===== config.mk =====
export PLATFORM = sky130hd
export DESIGN_NAME = tsw_queue
export DESIGN_NICKNAME = d
export VERILOG_FILES = /design/src/hdl/tsw_pkg.sv /design/src/hdl/tsw_queue.sv
export SDC_FILE = /design/constraint.sdc
export NUM_CORES = 1
export LEC_CHECK = 0
export BUFFER_PORTS_ARGS = -buffer_cell sky130_fd_sc_hd__clkbuf_2
export CAP_MARGIN = 20
export CORE_ASPECT_RATIO = 0.75
export CORE_MARGIN = 4
export CORE_UTILIZATION = 31
export CTS_BUF_LIST = sky130_fd_sc_hd__clkbuf_16
export CTS_CLUSTER_SIZE = 28
export DETAILED_ROUTE_END_ITERATION = 7
export PLACE_DENSITY = 0.62
export SLEW_MARGIN = 20
export SYNTH_ARGS = -nofsm -noshare
export SYNTH_HDL_FRONTEND = slang
export SYNTH_SLANG_ARGS = --single-unit

===== constraint.sdc =====
create_clock -name clk -period 1.65 [get_ports clk]
set_clock_uncertainty 0.15 [all_clocks]
set_input_delay 0.495 -clock clk [delete_from_list [all_inputs] [get_ports clk]]
set_output_delay 0.495 -clock clk [all_outputs]
set_load 0.1 [all_outputs]

===== src/hdl/tsw_pkg.sv =====
`timescale 1ns / 1ps
`default_nettype none
// ----------------------------------------------------------------------------
// tsw_pkg
// shared types and constants of the wrap-addressed bilinear texture sampler
// ----------------------------------------------------------------------------
package tsw_pkg;

    localparam int DEF_MAX_WIDTH       = 256;
    localparam int DEF_MAX_HEIGHT      = 256;
    localparam int DEF_COORD_FRAC_BITS = 16;
    localparam int QUEUE_DEPTH         = 4;

    localparam int CFG_ADDR_W = 3;
    localparam int CFG_DATA_W = 32;
    localparam int SIZE_REG_W = 9;

    localparam logic REG_TEX_WIDTH  = 1'b0;
    localparam logic REG_TEX_HEIGHT = 1'b1;

    localparam logic [SIZE_REG_W-1:0] SIZE_RESET = 9'd256;

    // item class handed from front to back
    typedef struct packed {
        logic is_sample;
        logic wr_en;
        logic bil;
    } tsw_ctl_t;

endpackage

`default_nettype wire


===== src/hdl/tsw_queue.sv =====
`timescale 1ns / 1ps
`default_nettype none
// ----------------------------------------------------------------------------
// tsw_queue
// short item queue between the front and the back
// ----------------------------------------------------------------------------
module tsw_queue
    import tsw_pkg::*;
#(
    parameter int WIDTH = 8,
    parameter int DEPTH = QUEUE_DEPTH
)
(
    input  wire logic             clk,
    input  wire logic             rst_n,
    input  wire logic             push,
    input  wire logic [WIDTH-1:0] push_data,
    output logic                  full,
    input  wire logic             pop,
    output logic                  pop_valid,
    output logic [WIDTH-1:0]      pop_data
);

    localparam int PW = $clog2(DEPTH);
    localparam int CW = $clog2(DEPTH + 1);

    logic [WIDTH-1:0] entry_reg [DEPTH];
    logic [PW-1:0]    head_reg;
    logic [PW-1:0]    tail_reg;
    logic [CW-1:0]    count_reg;
    logic [CW-1:0]    count_next;

    assign full      = count_reg == CW'(DEPTH);
    assign pop_valid = count_reg != '0;
    assign pop_data  = entry_reg[head_reg];

    always_comb
    begin
        count_next = count_reg;
        if (push && !pop)
        begin
            count_next = count_reg + CW'(1);
        end
        else if (pop && !push)
        begin
            count_next = count_reg - CW'(1);
        end
    end

    always_ff @(posedge clk or negedge rst_n)
    begin
        if (!rst_n)
        begin
            head_reg  <= '0;
            tail_reg  <= '0;
            count_reg <= '0;
        end
        else
        begin
            count_reg <= count_next;
            if (push)
            begin
                tail_reg <= (tail_reg == PW'(DEPTH - 1)) ? '0 : tail_reg + PW'(1);
            end
            if (pop)
            begin
                head_reg <= (head_reg == PW'(DEPTH - 1)) ? '0 : head_reg + PW'(1);
            end
        end
    end

    always_ff @(posedge clk)
    begin
        if (push)
        begin
            entry_reg[tail_reg] <= push_data;
        end
    end

`ifndef SYNTH
    a_no_overflow: assert property (@(posedge clk) disable iff (!rst_n)
        !(push && full))
        else $error("queue push while full");

    a_no_underflow: assert property (@(posedge clk) disable iff (!rst_n)
        !(pop && !pop_valid))
        else $error("queue pop while empty");

    a_count_track: assert property (@(posedge clk) disable iff (!rst_n)
        (push && !pop) |=> (count_reg == $past(count_reg) + CW'(1)))
        else $error("queue count lost a push");

    a_count_bound: assert property (@(posedge clk) disable iff (!rst_n)
        count_reg <= CW'(DEPTH))
        else $error("queue count out of range");
`endif

endmodule

`default_nettype wire


Word level (Yosys, flattened, before mapping)
Memory sizes are Yosys's and may differ from the RTL's. Index checks and enable logic that the tools add are counted.

Add/sub/neg operators: 4. $mul: 0. Div/mod/pow operators: 0. $lt $le $gt $ge: 0. Equality and inequality tests: 3. Shifts and indexed selects: 0. Multiplexer cells: 6. Bitwise gates (word level): 0. Reduce and logical (&&, ||, !) cells: 6.

Operators with widths (count): $mux W3 (2); $add A2 B1 Y2 const B (2); $eq A2 B2 Y1 const B (2); $mux W2 (2); $add A3 B1 Y3 const B (1); $eq A3 B3 Y1 const B (1); $reduce_bool A3 Y1 (1); $sub A3 B1 Y3 const B (1); $logic_and A1 B1 Y1 (2); $logic_not A1 Y1 (2); $mux W1 (2); $reduce_bool A2 Y1 (1).

Bits in registers: 7. Bits in latches: 0. Bits in writable memories: 32. Bits in read-only memories: 0. Bits of input ports: 12. Memories: 1.

Memories: entry_reg (words 4, bits a word 8, rd ports 1, clocked after Yosys merged registers in 0, write ports 1, line tsw_queue.sv:27) `logic [WIDTH-1:0] entry_reg [DEPTH];`.

Longest topological paths before layout
Gate-level depths: netlist of the first run.

Depth after elaboration: 4. Mapped depth: 7.

Worst setup path before layout of the first run
OpenSTA, ideal clock, no wires.

Path type: register to output. From: register count_reg[0]. To: output full. Data arrival time: 2629 ps. Required time: 1005 ps. Setup slack: -1624 ps. Cell stages (with the launch flop): 2. Cells stage by stage: dfrtp_1 -> nor3b_1.

Cells in the longest elaborated chain, start to end: 1.

RTL lines: from (decl) (line tsw_queue.sv:30) `logic [CW-1:0] count_reg;`; from (signal assigned) (line tsw_queue.sv:60) `count_reg <= count_next;`; $eq A3 B3 Y1 (line tsw_queue.sv:33) `assign full = count_reg == CW'(DEPTH);`; to (decl) (line tsw_queue.sv:18) `output logic full,`.

Every way passes these cells.

Worst setup path after layout of the first run
From: register head_reg[0]. To: output pop_data[1].

Cells in the longest elaborated chain, start to end: 1.

RTL lines: from (decl) (line tsw_queue.sv:28) `logic [PW-1:0] head_reg;`; from (signal assigned) (line tsw_queue.sv:67) `head_reg <= (head_reg == PW'(DEPTH - 1)) ? '0 : head_reg + PW'(1);`; $mem_v2 Z4 W8; to (decl) (line tsw_queue.sv:21) `output logic [WIDTH-1:0] pop_data`.

Every way passes these cells.

==> out/results.ini, run 1 <==
[yosys]
synth_fp_nets=98
ys_types=17
yosys.area.top_type=edfxtp_1
synth_cells=79
seq_area_frac_synth_pct=72.4
syn_area_per_cell_um2=19.9
yosys-top-cells-area=edfxtp_1, mux4_2, dfrtp_1, ha_1, mux2_2
yosys_warnings=0
synth_top_area_share_pct=61.2
syn_area_um2=1570
synth-seq-cells=39

[drt]
route.met2.wl_mm=1.23
m1WireLength_mm=1.09
postRouteAntennaNets=0
routed_wl_mm=2.46
wl_met3_um=94
drc=0
top_layer=met4
wire_per_inst_um=13.4
drtIter0Drc=50
drtPass1Iterations=4
via_per_inst=4.33
vias=797

[place]
numPortBuffers=21
dp_hpwl_mm=1.91
dp_cells=172
gp_congestion=0.684

[worst_setup_path]
reg2reg_to=count_reg[2]
worst-r2r-setup-slack_ps=70
path_class=reg2out
rr_startpoint=count_reg[0]
reg2reg_depth=6
crit_path_max_fanout=5
arrival_ps=1520
startpoint_type=flop
worst_setup_path_end_kind=output pin
required_ps=1000

[floorplan]
dieArea_um2=6280
ios=22
core_area_um2=4900
num_rows=22
initial_core_util_pct=32.0
fp.dieW_um=90.2
die_y_um=69.6

[worst_hold_path]
whs_endpoint=entry_reg[2][4]
min_path_type=in2reg
hold_depth=1
hp-start=push_data[4]

[sta]
holdWs_ps=286
tightest_slew_ps=246
hold_viol=0
period_share_pct=131
finalMaxSlewViolations=0
clock.fmax_mhz=461
setup_tns_ps=-4460
fin_ws_ps=-519
slew_headroom_pct=83.6
min_period_ps=2170
setup_violations=10
rsz0062_at_grt=yes

[global_route]
grt_max_degree=13
first_global_vias=839
grt_pass1_wl_mm=4.16
gr-total-overflow=0
antenna_found_initial=0
gr-usage-all-layers_pct=8.75

[cts]
clk_path_buf_depth=2
path_clk_slew_ps=50
insertion_delay_ps=270
numCtsBuffers=5
cts_root_buf=clkbuf_16
cts_sinks=39
htree_num_levels=2
cts_tree=built

[cells_and_area]
fillers=421
largest_reg_flops=32
fin_cells=184
syn_to_final_growth_pct=43.4
multiInputGateArea_um2=434
ff_latch_area_um2=1140
drive_gt1_share_pct=50.8
num_antenna_cells=0
fin_util_pct=46.0
nets=142

[run_status]
violations=setup timing
outcome=complete, but fails checks

[run]
drv_cap=0

-- logic make-up (layout without fill, tap and decap cells) --
group | count (synthesis) | count (layout) | synth area share, %
muxes | 11 | 11 | 13.6
DFF | 39 | 39 | 72.4
AOI/OAI and AO/OA | 2 | 2 | 0.637
xor gates and xnor gates | 3 | 3 | 1.67
buffers and inverters | 6 | 51 | 1.99
adders and majority gates | 7 | 7 | 6.06
and+or+nand+nor | 11 | 11 | 3.67
-- metrics by stage --
step | area (um2) | setup WS [ps]
floorplan | 1610 | -277
global placement | 2050 | -248
detailed placement | 2050 | -252
CTS | 2230 | -546
global route | 2250 | -581
finish | 2250 | -519
-- worst max-delay path by stage --
stage / from / cells after the start / endpoint
floorplan: head_reg[0] / 2 / pop_data[0]
global placement: pop / 8 / count_reg[2]
detailed placement: pop / 6 / count_reg[1]
CTS: head_reg[0] / 3 / pop_data[5]
global route: head_reg[0] / 3 / pop_data[1]
finish: head_reg[0] / 3 / pop_data[1]
-- cell usage in the layout, fill, tap and decap left out, drive strengths merged --
cell         Yosys  routed
buf              2      28
o21ai            2       2
and2             4       4
xor2             2       2
clkbuf           0      15
clkinv           0       1
mux2             3       3
clkinvlp         0       1
dlygate4sd3      0       1
inv              4       5
xnor2            1       1
nor3b            1       1
edfxtp          32      32
or3              1       1
fa               1       1
mux4             8       8
dfrtp            7       7
ha               6       6
nor2             3       3
nand2            2       2
-- worst max-delay path, cell delays in order (launching register included) --
cell and delay (ps):
dfrtp_1 370, buf_6 150, mux4_2 540, buf_12 190
-- cell usage after synthesis --
| cell | count |
|---|---|
| nand2_1 | 2 |
| and2_1 | 4 |
| or3_1 | 1 |
| ha_1 | 6 |
| mux2_2 | 3 |
| buf_6 | 1 |
| o21ai_0 | 2 |
| edfxtp_1 | 32 |
| fa_1 | 1 |
| xnor2_1 | 1 |
| nor3b_1 | 1 |
| dfrtp_1 | 7 |
| mux4_2 | 8 |
| buf_2 | 1 |
| inv_1 | 4 |
| nor2_1 | 3 |
| xor2_1 | 2 |
-- metal layers --
layer	up-vias	track usage [%]
li1	390	-
met1	387	10.3
met2	14	14.2
met3	6	2.93
met4	0	4.58
met5	-	0
-- layout make-up --
type	count	share of cell area, %
timing repair buffer	39	19.4
clock buffer	5	5.56
inverter	4	1.22
sequential	39	50.5
tap	60	3.33
clock inverter	3	0.722
multi-input combinational	34	19.3
-- repair_timing --
| action | in CTS | in global routing |
|---|---|---|
| resized for setup | 4 | 4 |
| endpoints found under the hold margin | 7 | 0 |
| pin swaps | 2 | 4 |
| hold buffers | 1 | 0 |
| setup buffers | 1 | 2 |
| setup endpoints to repair | 10 | 12 |
Power of run 1 is left out: the tool's default activity adds up to more than one toggle a clock period on the data nets, which glitch-free logic cannot reach.
==> run 2, diff against run 1 <==
==> constraint.sdc (replaced) <==
create_clock -name clk -period 1.65 [get_ports clk]
set_clock_uncertainty 0.15 [all_clocks]
set_input_delay 0.0825 -clock clk [delete_from_list [all_inputs] [get_ports clk]]
set_output_delay 0.0825 -clock clk [all_outputs]
set_load 0.1 [all_outputs]
==> run 2 against run 1 <==
The run still ends with setup timing left. Core utilization is 0.13 points lower. Non-clock buffer count is 3 higher. Die area stayed put. First-iteration DRC count is 50% higher. Highest routed layer unchanged.
==> out/results.ini, run 2 (synthesis results as in run 1) <==
[cells_and_area]
syn_to_final_growth_pct=43.0
largest_reg_flops=32
drive_gt1_share_pct=39.4
fin_util_pct=45.8
num_antenna_cells=0
final_area_um2=2250
fillers=428
final_common_cell=edfxtp_1
nets=145
layout_common_cells=edfxtp_1, dlygate4sd3_1, clkbuf_2, buf_12, mux4_2

[sta]
clock.fmax_mhz=559
hold_viol=0
fin_ws_ps=-138
setup_violations=8
tightest_slew_ps=302
rsz0062_at_grt=yes
min_period_ps=1790
setup_tns_ps=-907
period_share_pct=108
finalMaxSlewViolations=0
slew_headroom_pct=80.0

[worst_setup_path]
cp_cell_sequence=buf_6 > mux4_2 > buf_12
crit_slowest_cell=mux4_2
critPathLaunch=head_reg[0]
slowest_delay_ps=550
rr_startpoint=count_reg[0]
reg2reg_to=count_reg[2]
worst_setup_path_end_kind=output pin
worst-r2r-setup-slack_ps=110
arrival_ps=1560
startpoint_type=flop
path_class=reg2out
required_ps=1420
crit_path_max_fanout=5
reg2reg_depth=4
crit_path_end=pop_data[0]

[drt]
via_per_inst=4.42
vias=826
drtPass1Iterations=4
postRouteAntennaNets=0
drtIter0Drc=75
top_layer=met4
wl_met3_um=152
wire_per_inst_um=14.4
route.met2.wl_mm=1.46
m1WireLength_mm=1.02
drc=0
routed_wl_mm=2.69

[floorplan]
num_rows=22
dieArea_um2=6280
die_y_um=69.6
core_area_um2=4900
fp.dieW_um=90.2
initial_core_util_pct=32.0
ios=22

[global_route]
grt_max_degree=13
antenna_found_initial=0
gr-usage-all-layers_pct=9.78
first_global_vias=871
gr-total-overflow=0
grt_pass1_wl_mm=4.46

[cts]
cts_tree=built
htree_num_levels=2
cts_sinks=39
cts_root_buf=clkbuf_16
numCtsBuffers=5
path_clk_slew_ps=50
insertion_delay_ps=280
clk_path_buf_depth=2

[run_status]
violations=setup timing
outcome=complete, but fails checks

[place]
dp_hpwl_mm=1.90
place_area_um2=1970
gp_congestion=0.675
numPortBuffers=21
dp_slack_ps=110

[worst_hold_path]
min_path_type=in2async

[run]
drv_cap=0

==> run 2: cell count changes in the layout (fill, tap and decap cells not counted), sizes merged <==
cell | previous run | this run
buf | 28 | 18
clkbuf | 15 | 17
dlygate4sd3 | 1 | 12
==> run 2: worst max-delay path: cells and delay by family (launching register included) <==
family | cells | cell delay (ps)
buf+inv | 2 | 350
flops | 1 | 380
mux | 1 | 550
==> run 2: worst min path at each step <==
stage	end	slack (ps)
final	tail_reg[0]	30
after global routing	tail_reg[0]	60
after CTS	tail_reg[0]	30
after detailed placement	tail_reg[0]	-210
after global placement	count_reg[0]	-220
after floorplan	count_reg[0]	-360
==> run 2: layout make-up <==
type                            count  area (um2)  share of cell area, %
Clock buffer                        5         125                   5.57
Inverter                            4        15.0                  0.669
Timing Repair Buffer               42         463                   20.6
Tap cell                           60        75.1                   3.34
Clock inverter                      3        16.3                  0.724
Multi-Input combinational cell     34         414                   18.4
Sequential cell                    39        1140                   50.6
==> run 2: stage by stage <==
step,cells,hold slack [ps]
floorplan,79,-363
global placement,166,-223
detailed placement,166,-213
CTS,186,26.0
global route,187,56.1
finish,187,29.5
==> run 2: layer usage <==
layer  global-route usage, %  up-vias
met1                    10.3      405
met3                    4.01        5
met4                    5.60        0
met5                       0        -
li1                        -      393
met2                    16.6       23
==> run 2: repair_timing <==
item,4_1_cts,5_1_grt
setup buffers,0,1
hold buffers,12,0
endpoints found under the hold margin,43,0
pin swaps,0,0
setup endpoints to repair,9,8
gates resized for setup,3,1
Power of run 2 is left out for the same reason.
