**src/hdl/tsw_pkg.sv**
```systemverilog
`timescale 1ns / 1ps
`default_nettype none
// ----------------------------------------------------------------------------
// tsw_pkg
// shared types and constants of the wrap-addressed bilinear texture sampler
// ----------------------------------------------------------------------------
package tsw_pkg;

    localparam int DEF_MAX_WIDTH       = 256;
    localparam int DEF_MAX_HEIGHT      = 256;
    localparam int DEF_COORD_FRAC_BITS = 16;
    localparam int QUEUE_DEPTH         = 4;

    localparam int CFG_ADDR_W = 3;
    localparam int CFG_DATA_W = 32;
    localparam int SIZE_REG_W = 9;

    localparam logic REG_TEX_WIDTH  = 1'b0;
    localparam logic REG_TEX_HEIGHT = 1'b1;

    localparam logic [SIZE_REG_W-1:0] SIZE_RESET = 9'd256;

    // item class handed from front to back
    typedef struct packed {
        logic is_sample;
        logic wr_en;
        logic bil;
    } tsw_ctl_t;

endpackage

`default_nettype wire

```
**src/hdl/tsw_front.sv**
```systemverilog
`timescale 1ns / 1ps
`default_nettype none
// ----------------------------------------------------------------------------
// tsw_front
// accepts items, wraps coordinates and forms the texel addresses
// ----------------------------------------------------------------------------
module tsw_front
    import tsw_pkg::*;
#(
    parameter int MAX_WIDTH       = DEF_MAX_WIDTH,
    parameter int MAX_HEIGHT      = DEF_MAX_HEIGHT,
    parameter int COORD_FRAC_BITS = DEF_COORD_FRAC_BITS,
    parameter int AW              = $clog2(MAX_WIDTH * MAX_HEIGHT)
)
(
    input  wire logic                  clk,
    input  wire logic                  rst_n,
    input  wire logic [SIZE_REG_W-1:0] tex_width,
    input  wire logic [SIZE_REG_W-1:0] tex_height,
    input  wire logic                  in_valid,
    output logic                       in_ready,
    input  wire logic                  mode,
    input  wire logic [15:0]           texel_address,
    input  wire logic [7:0]            red_in,
    input  wire logic [7:0]            green_in,
    input  wire logic [7:0]            blue_in,
    input  wire logic signed [23:0]    coord_u,
    input  wire logic signed [23:0]    coord_v,
    input  wire logic                  use_bilinear,
    input  wire logic                  q_full,
    output logic                       push,
    output tsw_ctl_t                   push_ctl,
    output logic [AW-1:0]              push_addr_a,
    output logic [AW-1:0]              push_addr_b,
    output logic [23:0]                push_texel,
    output logic [7:0]                 push_fx,
    output logic [7:0]                 push_fy
);

    localparam int F     = COORD_FRAC_BITS;
    localparam int SW    = $clog2(MAX_WIDTH + 1);
    localparam int SH    = $clog2(MAX_HEIGHT + 1);
    localparam int XW    = $clog2(MAX_WIDTH);
    localparam int YW    = $clog2(MAX_HEIGHT);
    localparam int DEPTH = MAX_WIDTH * MAX_HEIGHT;
    localparam int MW    = YW + SW + 1;

    logic [SW-1:0] w_eff;
    logic [SH-1:0] h_eff;
    logic          fen;

    logic          f1_valid_reg;
    logic          f1_mode_reg;
    logic [15:0]   f1_addr_reg;
    logic [23:0]   f1_texel_reg;
    logic [F-1:0]  f1_u_reg;
    logic [F-1:0]  f1_v_reg;
    logic          f1_bil_reg;

    logic [SW+F-1:0] ru;
    logic [SH+F-1:0] rv;
    logic [XW-1:0]   x_next;
    logic [YW-1:0]   y_next;
    logic            bil_next;
    logic            wr_ok_next;

    logic          f2_valid_reg;
    logic          f2_mode_reg;
    logic          f2_wr_ok_reg;
    logic [15:0]   f2_addr_reg;
    logic [23:0]   f2_texel_reg;
    logic [XW-1:0] f2_x_reg;
    logic [YW-1:0] f2_y_reg;
    logic [7:0]    f2_fx_reg;
    logic [7:0]    f2_fy_reg;
    logic          f2_bil_reg;

    logic [MW-1:0] a_calc;
    logic [AW-1:0] a_next;
    logic [AW-1:0] b_next;
    tsw_ctl_t      ctl_next;

    logic          f3_valid_reg;
    tsw_ctl_t      f3_ctl_reg;
    logic [AW-1:0] f3_a_reg;
    logic [AW-1:0] f3_b_reg;
    logic [23:0]   f3_texel_reg;
    logic [7:0]    f3_fx_reg;
    logic [7:0]    f3_fy_reg;

    always_comb
    begin
        if (tex_width == '0)
        begin
            w_eff = SW'(1);
        end
        else if (32'(tex_width) > 32'(MAX_WIDTH))
        begin
            w_eff = SW'(MAX_WIDTH);
        end
        else
        begin
            w_eff = SW'(tex_width);
        end
        if (tex_height == '0)
        begin
            h_eff = SH'(1);
        end
        else if (32'(tex_height) > 32'(MAX_HEIGHT))
        begin
            h_eff = SH'(MAX_HEIGHT);
        end
        else
        begin
            h_eff = SH'(tex_height);
        end
    end

    assign fen      = !f3_valid_reg || !q_full;
    assign in_ready = fen;

    // stage 1: capture
    always_ff @(posedge clk or negedge rst_n)
    begin
        if (!rst_n)
        begin
            f1_valid_reg <= 1'b0;
        end
        else if (fen)
        begin
            f1_valid_reg <= in_valid;
        end
    end

    always_ff @(posedge clk)
    begin
        if (fen)
        begin
            f1_mode_reg  <= mode;
            f1_addr_reg  <= texel_address;
            f1_texel_reg <= {red_in, green_in, blue_in};
            f1_u_reg     <= coord_u[F-1:0];
            f1_v_reg     <= coord_v[F-1:0];
            f1_bil_reg   <= use_bilinear;
        end
    end

    // stage 2: scale and wrap, the wrapped product is size times the fraction
    always_comb
    begin
        ru         = (SW+F)'(w_eff) * (SW+F)'(f1_u_reg);
        rv         = (SH+F)'(h_eff) * (SH+F)'(f1_v_reg);
        x_next     = ru[F +: XW];
        y_next     = rv[F +: YW];
        bil_next   = f1_bil_reg && (32'(x_next) + 32'd2 < 32'(w_eff))
                                && (32'(y_next) + 32'd2 < 32'(h_eff));
        wr_ok_next = 32'(f1_addr_reg) < 32'(DEPTH);
    end

    always_ff @(posedge clk or negedge rst_n)
    begin
        if (!rst_n)
        begin
            f2_valid_reg <= 1'b0;
        end
        else if (fen)
        begin
            f2_valid_reg <= f1_valid_reg;
        end
    end

    always_ff @(posedge clk)
    begin
        if (fen)
        begin
            f2_mode_reg  <= f1_mode_reg;
            f2_wr_ok_reg <= wr_ok_next;
            f2_addr_reg  <= f1_addr_reg;
            f2_texel_reg <= f1_texel_reg;
            f2_x_reg     <= x_next;
            f2_y_reg     <= y_next;
            f2_fx_reg    <= ru[F-1 -: 8];
            f2_fy_reg    <= rv[F-1 -: 8];
            f2_bil_reg   <= bil_next;
        end
    end

    // stage 3: linear address
    always_comb
    begin
        a_calc = MW'(MW'(f2_y_reg) * MW'(w_eff)) + MW'(f2_x_reg);
        if (f2_mode_reg)
        begin
            a_next = AW'(a_calc);
        end
        else
        begin
            a_next = AW'(f2_addr_reg);
        end
        b_next             = AW'(a_calc) + AW'(w_eff);
        ctl_next.is_sample = f2_mode_reg;
        ctl_next.wr_en     = !f2_mode_reg && f2_wr_ok_reg;
        ctl_next.bil       = f2_bil_reg;
    end

    always_ff @(posedge clk or negedge rst_n)
    begin
        if (!rst_n)
        begin
            f3_valid_reg <= 1'b0;
        end
        else if (fen)
        begin
            f3_valid_reg <= f2_valid_reg;
        end
    end

    always_ff @(posedge clk)
    begin
        if (fen)
        begin
            f3_ctl_reg   <= ctl_next;
            f3_a_reg     <= a_next;
            f3_b_reg     <= b_next;
            f3_texel_reg <= f2_texel_reg;
            f3_fx_reg    <= f2_fx_reg;
            f3_fy_reg    <= f2_fy_reg;
        end
    end

    assign push        = fen && f3_valid_reg;
    assign push_ctl    = f3_ctl_reg;
    assign push_addr_a = f3_a_reg;
    assign push_addr_b = f3_b_reg;
    assign push_texel  = f3_texel_reg;
    assign push_fx     = f3_fx_reg;
    assign push_fy     = f3_fy_reg;

endmodule

`default_nettype wire

```
**config.mk**
```make
export PLATFORM = sky130hd
export DESIGN_NAME = tsw_front
export DESIGN_NICKNAME = d
export VERILOG_FILES = /design/src/hdl/tsw_pkg.sv /design/src/hdl/tsw_front.sv
export SDC_FILE = /design/constraint.sdc
export NUM_CORES = 1
export LEC_CHECK = 0
export BUFFER_PORTS_ARGS = -buffer_cell sky130_fd_sc_hd__buf_4
export CORE_MARGIN = 4
export CORE_UTILIZATION = 24
export CTS_CLUSTER_SIZE = 12
export DETAILED_ROUTE_END_ITERATION = 7
export HOLD_SLACK_MARGIN = 0.05
export PLACE_DENSITY = 0.48
export SYNTH_ARGS = -nofsm -noshare
export SYNTH_HDL_FRONTEND = slang
export SYNTH_SLANG_ARGS = --single-unit
```
**constraint.sdc**
```tcl
create_clock -name clk -period 12.8 [get_ports clk]
set_input_delay 2.56 -clock clk [delete_from_list [all_inputs] [get_ports clk]]
set_output_delay 2.56 -clock clk [all_outputs]
set_load 0.02 [all_outputs]
```
* Word-level counts from Yosys, hierarchy flattened
Index checks and enable logic that the tools add are counted.
** Storage, ports and cells
- Memories kept :: 0
- RAM bits :: 0
- Word-level logic and storage cells :: 50
- Output and inout port bits :: 77
- Bits of input ports :: 112
- Memory bits (read-only) :: 0
- Flip-flop bits (word level) :: 226
- Latch bits :: 0
** Operators by class
- $mul :: 3
- Muxes and demuxes :: 5
- Shift operators :: 0
- Bitwise gates (word level) :: 0
- Reduce and logical (&&, ||, !) cells :: 9
- Equal/unequal tests :: 0
- Divide/modulo/power cells :: 0
- $lt $le $gt $ge :: 4
- Add/subtract/negate cells :: 4
** Operators by type and width (count)
- multiplier 9 x 16 -> 24 bit :: 2
- 2-to-1 mux 9 bit :: 4
- adder 8 x 2 -> 9 bit (second input constant) :: 2
- greater-than comparator 9 bit (second input constant) :: 2
- logical NOT 9 bit :: 2
- less-than comparator 9 bit :: 2
- adder 16 x 8 -> 16 bit :: 1
- adder 16 x 9 -> 16 bit :: 1
- multiplier 8 x 9 -> 16 bit :: 1
- 2-to-1 mux 16 bit :: 1
- logical AND 1 bit :: 3
- logical NOT 1 bit :: 3
- logical OR 1 bit :: 1

* Longest topological paths before layout
Gate-level depths: netlist of run 1.
- Depth after elaboration :: 8
- Gate-level depth with buffers :: 29
- Depth with buffers taken out :: 27

* Worst setup path after synthesis of run 1
No wires, ideal clock.
- Path kind :: input to output
- Start point :: input q_full
- End point :: output in_ready
- Setup slack :: 2.830 ns
- Stages :: 1
- Required time :: 10.240 ns
- Data arrival time :: 7.410 ns
- Path buffers :: 0
- Cells stage by stage :: nand2_1
** Between the ends
- Word-level cells in the longest chain between the ends :: 2
** Ends and longest elaborated chain
- start: declaration :: RTL line tsw_front.sv:30 : input wire logic q_full,
- logical NOT 1 bit :: RTL line tsw_front.sv:119 : assign fen = !f3_valid_reg || !q_full;
- logical OR 1 bit :: RTL line tsw_front.sv:119
- end: declaration :: RTL line tsw_front.sv:21 : output logic in_ready,
No other way between the ends.

* Final worst setup path of run 1
- Start point :: input tex_width[8]
- End point :: register f2_bil_reg (data pin)
** Between the ends
- Word-level cells in the longest chain between the ends :: 8
** Ends and longest elaborated chain
- start: declaration :: RTL line tsw_front.sv:18 : input wire logic [SIZE_REG_W-1:0] tex_width,
- greater-than comparator 9 bit :: RTL line tsw_front.sv:97 : else if (32'(tex_width) > 32'(MAX_WIDTH))
- 2-to-1 mux 9 bit :: RTL line tsw_front.sv:97
- 2-to-1 mux 9 bit * :: RTL line tsw_front.sv:93 : if (tex_width == '0)
- multiplier 9 x 16 -> 24 bit * :: RTL line tsw_front.sv:151 : ru = (SW+F)'(w_eff) * (SW+F)'(f1_u_reg);
- named net ru[17] :: RTL line tsw_front.sv:60 : logic [SW+F-1:0] ru;
- adder 8 x 2 -> 9 bit * :: RTL line tsw_front.sv:155 : bil_next = f1_bil_reg && (32'(x_next) + 32'd2 < 32'(w_eff))
- less-than comparator 9 bit * :: RTL line tsw_front.sv:155
- logical AND 1 bit * :: RTL line tsw_front.sv:155
- logical AND 1 bit * :: RTL line tsw_front.sv:156 : && (32'(y_next) + 32'd2 < 32'(h_eff));
- named net bil_next :: RTL line tsw_front.sv:64 : logic bil_next;
- end signal: assignment :: RTL line tsw_front.sv:184 : f2_bil_reg <= bil_next;
- end: declaration :: RTL line tsw_front.sv:76 : logic f2_bil_reg;
The timed path passes the listed nets; every way through them passes the cells marked *.
A chain may end at the register's enable or synchronous reset.

==> flow_summary.yaml, run 1 <==
placement:
  dp_hpwl_um: 34600
  io_buffers: 172
  place_ws_ps: 2470
  place_congestion: 0.789
clock_network:
  clk_pin_slew_ps: 60
  clock_latency_ps: 580
  cts-root-buf: "clkbuf_16"
  cts_resized: 0
  cts_tree: "built"
  cts_max_path_buffers: 3
  htreeDepth: 1
  cts_sinks: 226
  cts_setup_buffers: 0
  ctsHoldBuffers: 0
  numCtsBuffers: 29
logic_synthesis:
  synthCells: 1700
  synth_edf_count: 223
  synth.avg_cell_area_um2: 11.2
  syn_nets: 2197
  yosys_warnings: 0
  ys_seq_area_share_pct: 35.5
  netlist_area_mm2: 0.0191
  async_flop_share_pct: 1.33
  ys.flop_type: "edfxtp_1"
  synth.distinct_cells: 63
  ys_ff_latch: 226
timing:
  finalWorstSetupSlack_ps: 3070
  max_freq_mhz: 103
  hold_viol: 0
  drv_slew: 0
  tightest_slew_ps: 1300
  fin_crit_ps: 9730
  fin_skew_ps: 14.1
  setup_violations: 0
  finalSetupTns_ps: 0
  period_share_pct: 76.1
  rsz0062_at_grt: "false"
  slew_headroom_pct: 13.5
critical_path:
  r2r-end: "f2_bil_reg"
  cp.arrival_ps: 10100
  cp-endpoint: "f2_bil_reg"
  cp_max_fo: 34
  cp.required_ps: 13160
  worstSetupPathType: "input port to flop"
  reg2reg_slack_ps: 5980
  crit_start: "tex_width[8]"
  end_kind: "flop"
  r2r-start: "f1_u_reg[7]"
  ff2ff_path_depth: 25
  worstSetupStartpointType: "input port"
floorplanning:
  die-area_mm2: 0.0841
  io_pins: 189
  start_util_pct: 24.2
  dieHeight_um: 290
  fp.dieW_um: 290
  placementRows: 103
  core_area_mm2: 0.0789
routing:
  wirelength_um: 46100
  vias: 12200
  ant_nets: 0
  viasPerCell: 4.16
  drtIter0Drc: 497
  drc: 0
  drtPass1Iterations: 5
  wl_per_cell_um: 15.7
grt:
  grt_max_degree: 72
  antenna_found_initial: 2
  overflow: 0
  grt_usage_pct: 11.0
  grt_pass1_vias: 13600
  grt_pass1_wl_um: 74700
run_status:
  outcome: "completed"
finish:
  nFillCells: 8274
  seqCellArea_mm2: 0.00677
  fin_nets: 2359
  layout-drive-gt1-share_pct: 14.6
  syn_to_final_growth_pct: 18.2
  multiInputGateArea_mm2: 0.0109
power_and_ir_drop:
  report.power.total_uw: 5510
  vdd_ir_drop_max_mv: 0.181
  leakagePower_uw: 0.0103
  powerDensity_mw_per_mm2: 244
min_path:
  min_path_type: "flop to flop"
flow_run:
  maxCapViolations: 0
==> stage by stage <==
stage / area (um^2) / hold slack (ps) / instances / utilization, %
3_3_place_gp: 21600 / 401 / 2881 / 27.4
4_1_cts: 22500 / 417 / 2931 / 28.6
2_1_floorplan: 19100 / 400 / 1700 / -
3_5_place_dp: 21600 / 405 / 2881 / 27.4
5_1_grt: 22500 / 418 / 2931 / 28.6
6_report: 22500 / 417 / 2933 / 28.6
==> layout make-up <==
class                           instances  share of cell area (%)
Tap cell                             1050                    5.83
Timing Repair Buffer                  189                    6.29
Multi-Input combinational cell       1097                    48.3
Antenna cell                            2                  0.0222
Clock buffer                           35                    3.41
Sequential cell                       226                    30.0
Clock inverter                         15                   0.799
Inverter                              319                    5.31
==> synthesized netlist by cell type, drive strengths merged, types with 2 or more instances <==
cell    count  share of area, %
inv       319               6.3
fa        244                26
nand2     228               4.5
edfxtp    223                35
and2      160               5.2
ha        141               9.2
xnor2      55               2.7
nor2       38              0.75
clkbuf     35              0.69
a21oi      34              0.95
xor2       25               1.2
nor2b      24              0.79
buf        23              0.46
a21o       18              0.71
mux2       17               1.0
o21ai      15              0.39
nand3      12              0.34
nor3       10              0.26
nand4       9              0.30
and3        8              0.29
a211oi      7              0.28
nand2b      5              0.16
o21a        5              0.20
nor3b       4              0.21
nor4        4              0.16
o211ai      4              0.16
a311oi      3              0.26
a31oi       3              0.18
dfrtp       3              0.39
o21bai      3              0.12
o31ai       3              0.22
a211o       2             0.092
a221o       2              0.11
==> cells by family after synthesis <==
family | share of synthesized area (%)
AND/OR/NAND/NOR | 13.2
adder cells (fa/ha/maj) | 34.9
buffers and inverters | 7.43
flip-flops | 35.5
AO/OA/AOI/OAI | 4.05
XOR/XNOR | 3.93
multiplexers | 1.00
==> where the power goes <==
part | leakage, uW | total (uW) | internal [uW] | switching (uW)
combinational | 0.00758 | 3340 | 1420 | 1910
sequential | 0.00228 | 1360 | 1220 | 143
clock | 0.000463 | 815 | 487 | 328
==> cell usage in the layout, fill, tap and decap left out, types with 9 or more instances in the layout <==
cell / Yosys / final
a21o_1: 18 / 18
a21oi_1: 31 / 31
and2_1: 160 / 160
buf_4: 0 / 189
clkbuf_16: 0 / 29
edfxtp_1: 223 / 223
fa_1: 244 / 244
ha_1: 141 / 141
inv_1: 319 / 319
mux2_2: 17 / 17
nand2_1: 228 / 227
nand3_1: 11 / 11
nand4_1: 9 / 9
nor2_1: 38 / 38
nor2b_1: 24 / 24
nor3_1: 10 / 10
o21ai_0: 12 / 12
xnor2_1: 52 / 52
xor2_1: 23 / 23
==> routing by layer <==
layer / vias to the layer above / wire length [um] / track usage [%]
li1: 5695 / - / -
met1: 6215 / 20000 / 14.1
met2: 250 / 22500 / 19.2
met3: 55 / 2590 / 2.45
met4: 0 / 928 / 2.29
met5: - / 0 / 0
==> worst min-delay path by stage <==
stage	endpoint	cells past startpoint	start	slack (ps)
after floorplan	f2_addr_reg[0]	0	f1_addr_reg[0]	400
after global placement	f2_texel_reg[11]	0	f1_texel_reg[11]	400
after detailed placement	f2_texel_reg[0]	0	f1_texel_reg[0]	400
after CTS	push_texel[6]	0	f2_texel_reg[6]	420
after global routing	push_texel[6]	0	f2_texel_reg[6]	420
final	f2_texel_reg[19]	0	f1_texel_reg[19]	420
==> worst max-delay path, stage by stage <==
cell	delay [ps]
buf_4	250
nor2b_1	910
buf_4	420
nand2_1	110
fa_1	520
inv_1	50
fa_1	500
inv_1	60
fa_1	490
fa_1	490
inv_1	50
ha_1	300
a21oi_1	210
a21boi_0	170
a311oi_4	500
o21ai_1	230
a21oi_1	260
xnor2_1	310
ha_1	280
nand3_1	140
nor3b_2	210
xnor2_1	140
ha_1	260
nand3_1	110
nor2_1	50
o21ai_1	60
o211ai_1	100
a211oi_1	340
Power figures use the tool's default switching activity.
==> run 2, diff against run 1 <==
--- a/config.mk
+++ b/config.mk
@@ -5,6 +5,7 @@
 export SDC_FILE = /design/constraint.sdc
 export NUM_CORES = 1
 export LEC_CHECK = 0
+export ABC_AREA = 1
 export BUFFER_PORTS_ARGS = -buffer_cell sky130_fd_sc_hd__buf_4
 export CORE_MARGIN = 4
 export CORE_UTILIZATION = 24
==> constraint.sdc (replaced) <==
create_clock -name clk -period 9.2 [get_ports clk]
set_input_delay 1.84 -clock clk [delete_from_list [all_inputs] [get_ports clk]]
set_output_delay 1.84 -clock clk [all_outputs]
set_load 0.02 [all_outputs]
==> run 2 against run 1 <==
- combinational power is 50% higher
- clock skew is 5.1 ps higher
- register-to-register slack worse by 3100 ps
- die area is 3.2% higher
- via count is 15% higher
- worst hold slack worse by 1.2 ps
- clock power is 48% higher
- global-route usage is 0.94 points higher
- critical path depth is 1 higher
- sequential cell count stayed put
- cell count is 13% higher
==> flow_summary.yaml, run 2 <==
clock_network:
  cts_sinks: 226
  clock_latency_ps: 600
  cts_max_path_buffers: 3
  cts_resized: 0
  cts_setup_buffers: 0
  htreeDepth: 1
  clk_pin_slew_ps: 60
  cts_tree: "built"
  cts-root-buf: "clkbuf_16"
  numCtsBuffers: 30
  ctsHoldBuffers: 0
finish:
  design_area_mm2: 0.0233
  nFillCells: 8549
  final_common_cell: "inv_1"
  final_cell_mix: "inv_1 (469), nand2_1 (418), fa_1 (244), edfxtp_1 (223), nor2_1 (200)"
  layout-drive-gt1-share_pct: 12.3
  stdcell_count: 3319
  syn_to_final_growth_pct: 18.4
  antenna_cells: 0
  fin_nets: 2734
power_and_ir_drop:
  pwr-share-clk_pct: 15.0
  report.power.total_uw: 8090
  p_comb_share_pct: 61.9
  netSwitchingFraction_pct: 47.7
  p_int_uw: 4230
  vdd_ir_drop_max_mv: 0.260
  powerDensity_mw_per_mm2: 347
  leakagePower_uw: 0.0115
  power_frac_seq_pct: 23.1
  power_switching_uw: 3860
logic_synthesis:
  synth.most_common_cell: "inv_1"
  ys.flop_type: "edfxtp_1"
  synth_top_cell_area_share_pct: 34.0
  ys_ff_latch: 226
  netlist_area_mm2: 0.0197
  ys_top_cells_by_area: "edfxtp_1 (34%), fa_1 (25%), ha_1 (9.0%)"
  synthTopCellsByCount: "inv_1 (469), nand2_1 (419), fa_1 (244), edfxtp_1 (223), nor2_1 (200)"
  async_flop_share_pct: 1.33
  yosys_warnings: 0
  ys_seq_area_share_pct: 34.4
  synth_edf_count: 223
  syn_nets: 2555
  synth.distinct_cells: 41
  synth_top_area_cell: "edfxtp_1"
  synthCells: 2058
  synth.avg_cell_area_um2: 9.57
placement:
  placed_cells: 3265
  io_buffers: 172
  place_area_mm2: 0.0223
  place_congestion: 0.860
  dp_hpwl_um: 40900
floorplanning:
  io_pins: 189
  dieHeight_um: 295
  die-area_mm2: 0.0867
  core_area_mm2: 0.0809
  start_util_pct: 24.3
  placementRows: 104
  fp.dieW_um: 295
routing:
  wirelength_um: 51500
  viasPerCell: 4.23
  drtPass1Iterations: 5
  vias: 14000
  wl_per_cell_um: 15.5
  drtIter0Drc: 745
  drc: 0
  ant_nets: 0
timing:
  drv_slew: 0
  max_freq_mhz: 125
  fin_skew_ps: 19.2
  slew_headroom_pct: 32.2
  fin_crit_ps: 7980
  tightest_slew_ps: 1020
  finalSetupTns_ps: 0
  hold_viol: 0
  rsz0062_at_grt: "false"
  setup_violations: 0
  period_share_pct: 86.7
critical_path:
  slowest_delay_ps: 510
  crit_family: "adder cells"
  cp_num_buf_inv: 7
  cp.arrival_ps: 8330
  cp_max_fo: 28
  end_kind: "flop"
  worstSetupPathType: "input port to flop"
  cp.required_ps: 9550
  crit_slowest_cell: "fa_1"
  worstSetupStartpointType: "input port"
grt:
  antenna_found_initial: 1
  grt_pass1_wl_um: 82400
  grt_max_degree: 180
  overflow: 0
  grt_pass1_vias: 15000
  grt_usage_pct: 12.0
run_status:
  outcome: "completed"
min_path:
  min_path_type: "flop to flop"
flow_run:
  maxCapViolations: 0
==> run 2: stage by stage <==
stage	setup WS (ps)	utilization (%)	hold slack (ps)
3_5_place_dp	683	27.6	405
4_1_cts	1300	28.8	416
3_3_place_gp	639	27.6	400
5_1_grt	726	28.8	421
6_report	1220	28.8	416
2_1_floorplan	666	-	400
==> run 2: final timing paths <==
path	end	cells past startpoint	start	slack [ps]
min	f2_texel_reg[12]	0	f1_texel_reg[12]	420
max	f2_bil_reg	29	tex_width[8]	1220
min reg2reg	f2_texel_reg[12]	0	f1_texel_reg[12]	420
min in group asynchronous	f3_valid_reg	1	rst_n	1020
max reg2reg	f2_bil_reg	30	f1_u_reg[10]	2910
max in group asynchronous	f1_valid_reg	1	rst_n	8090
==> run 2: kinds of logic (layout without fill, tap and decap cells) <==
kind of cell               after synthesis  after routing  synth area share [%]
and+or+nand+nor                        727            727                  15.2
muxes                                    1              1                0.0571
AOI/OAI and AO/OA                      139            139                  3.85
adders and majority gates              385            385                  33.7
DFF                                    226            226                  34.4
buffers and inverters                  519            720                  10.1
xor gates and xnor gates                61             61                  2.71
==> run 2: layer usage <==
layer  global-route usage, %  share of wire (%)  wire (um)
met1                    16.0                 45      23000
met2                    20.0                 47      24300
met3                    2.36                5.4       2780
met4                    3.08                2.7       1390
met5                       0                  0          0
==> run 2: cell type report <==
cell class | instances | area [um^2] | area share [%]
clock buffer | 33 | 783 | 3.36
clock inverter | 21 | 234 | 1.00
inverter | 475 | 1800 | 7.74
multi-input combinational | 1313 | 11000 | 47.0
sequential | 226 | 6770 | 29.0
tap | 1060 | 1330 | 5.69
timing repair buffer | 191 | 1450 | 6.20
==> run 2: power by group through the flow <==
stage	Sequential, uW	Clock [uW]	Combinational [uW]
floorplan	2010	0	3440
global placement	1890	0	5040
detailed placement	1900	0	5100
finish	1870	1210	5010
CTS	1880	1270	5130
global route	1910	1310	5750
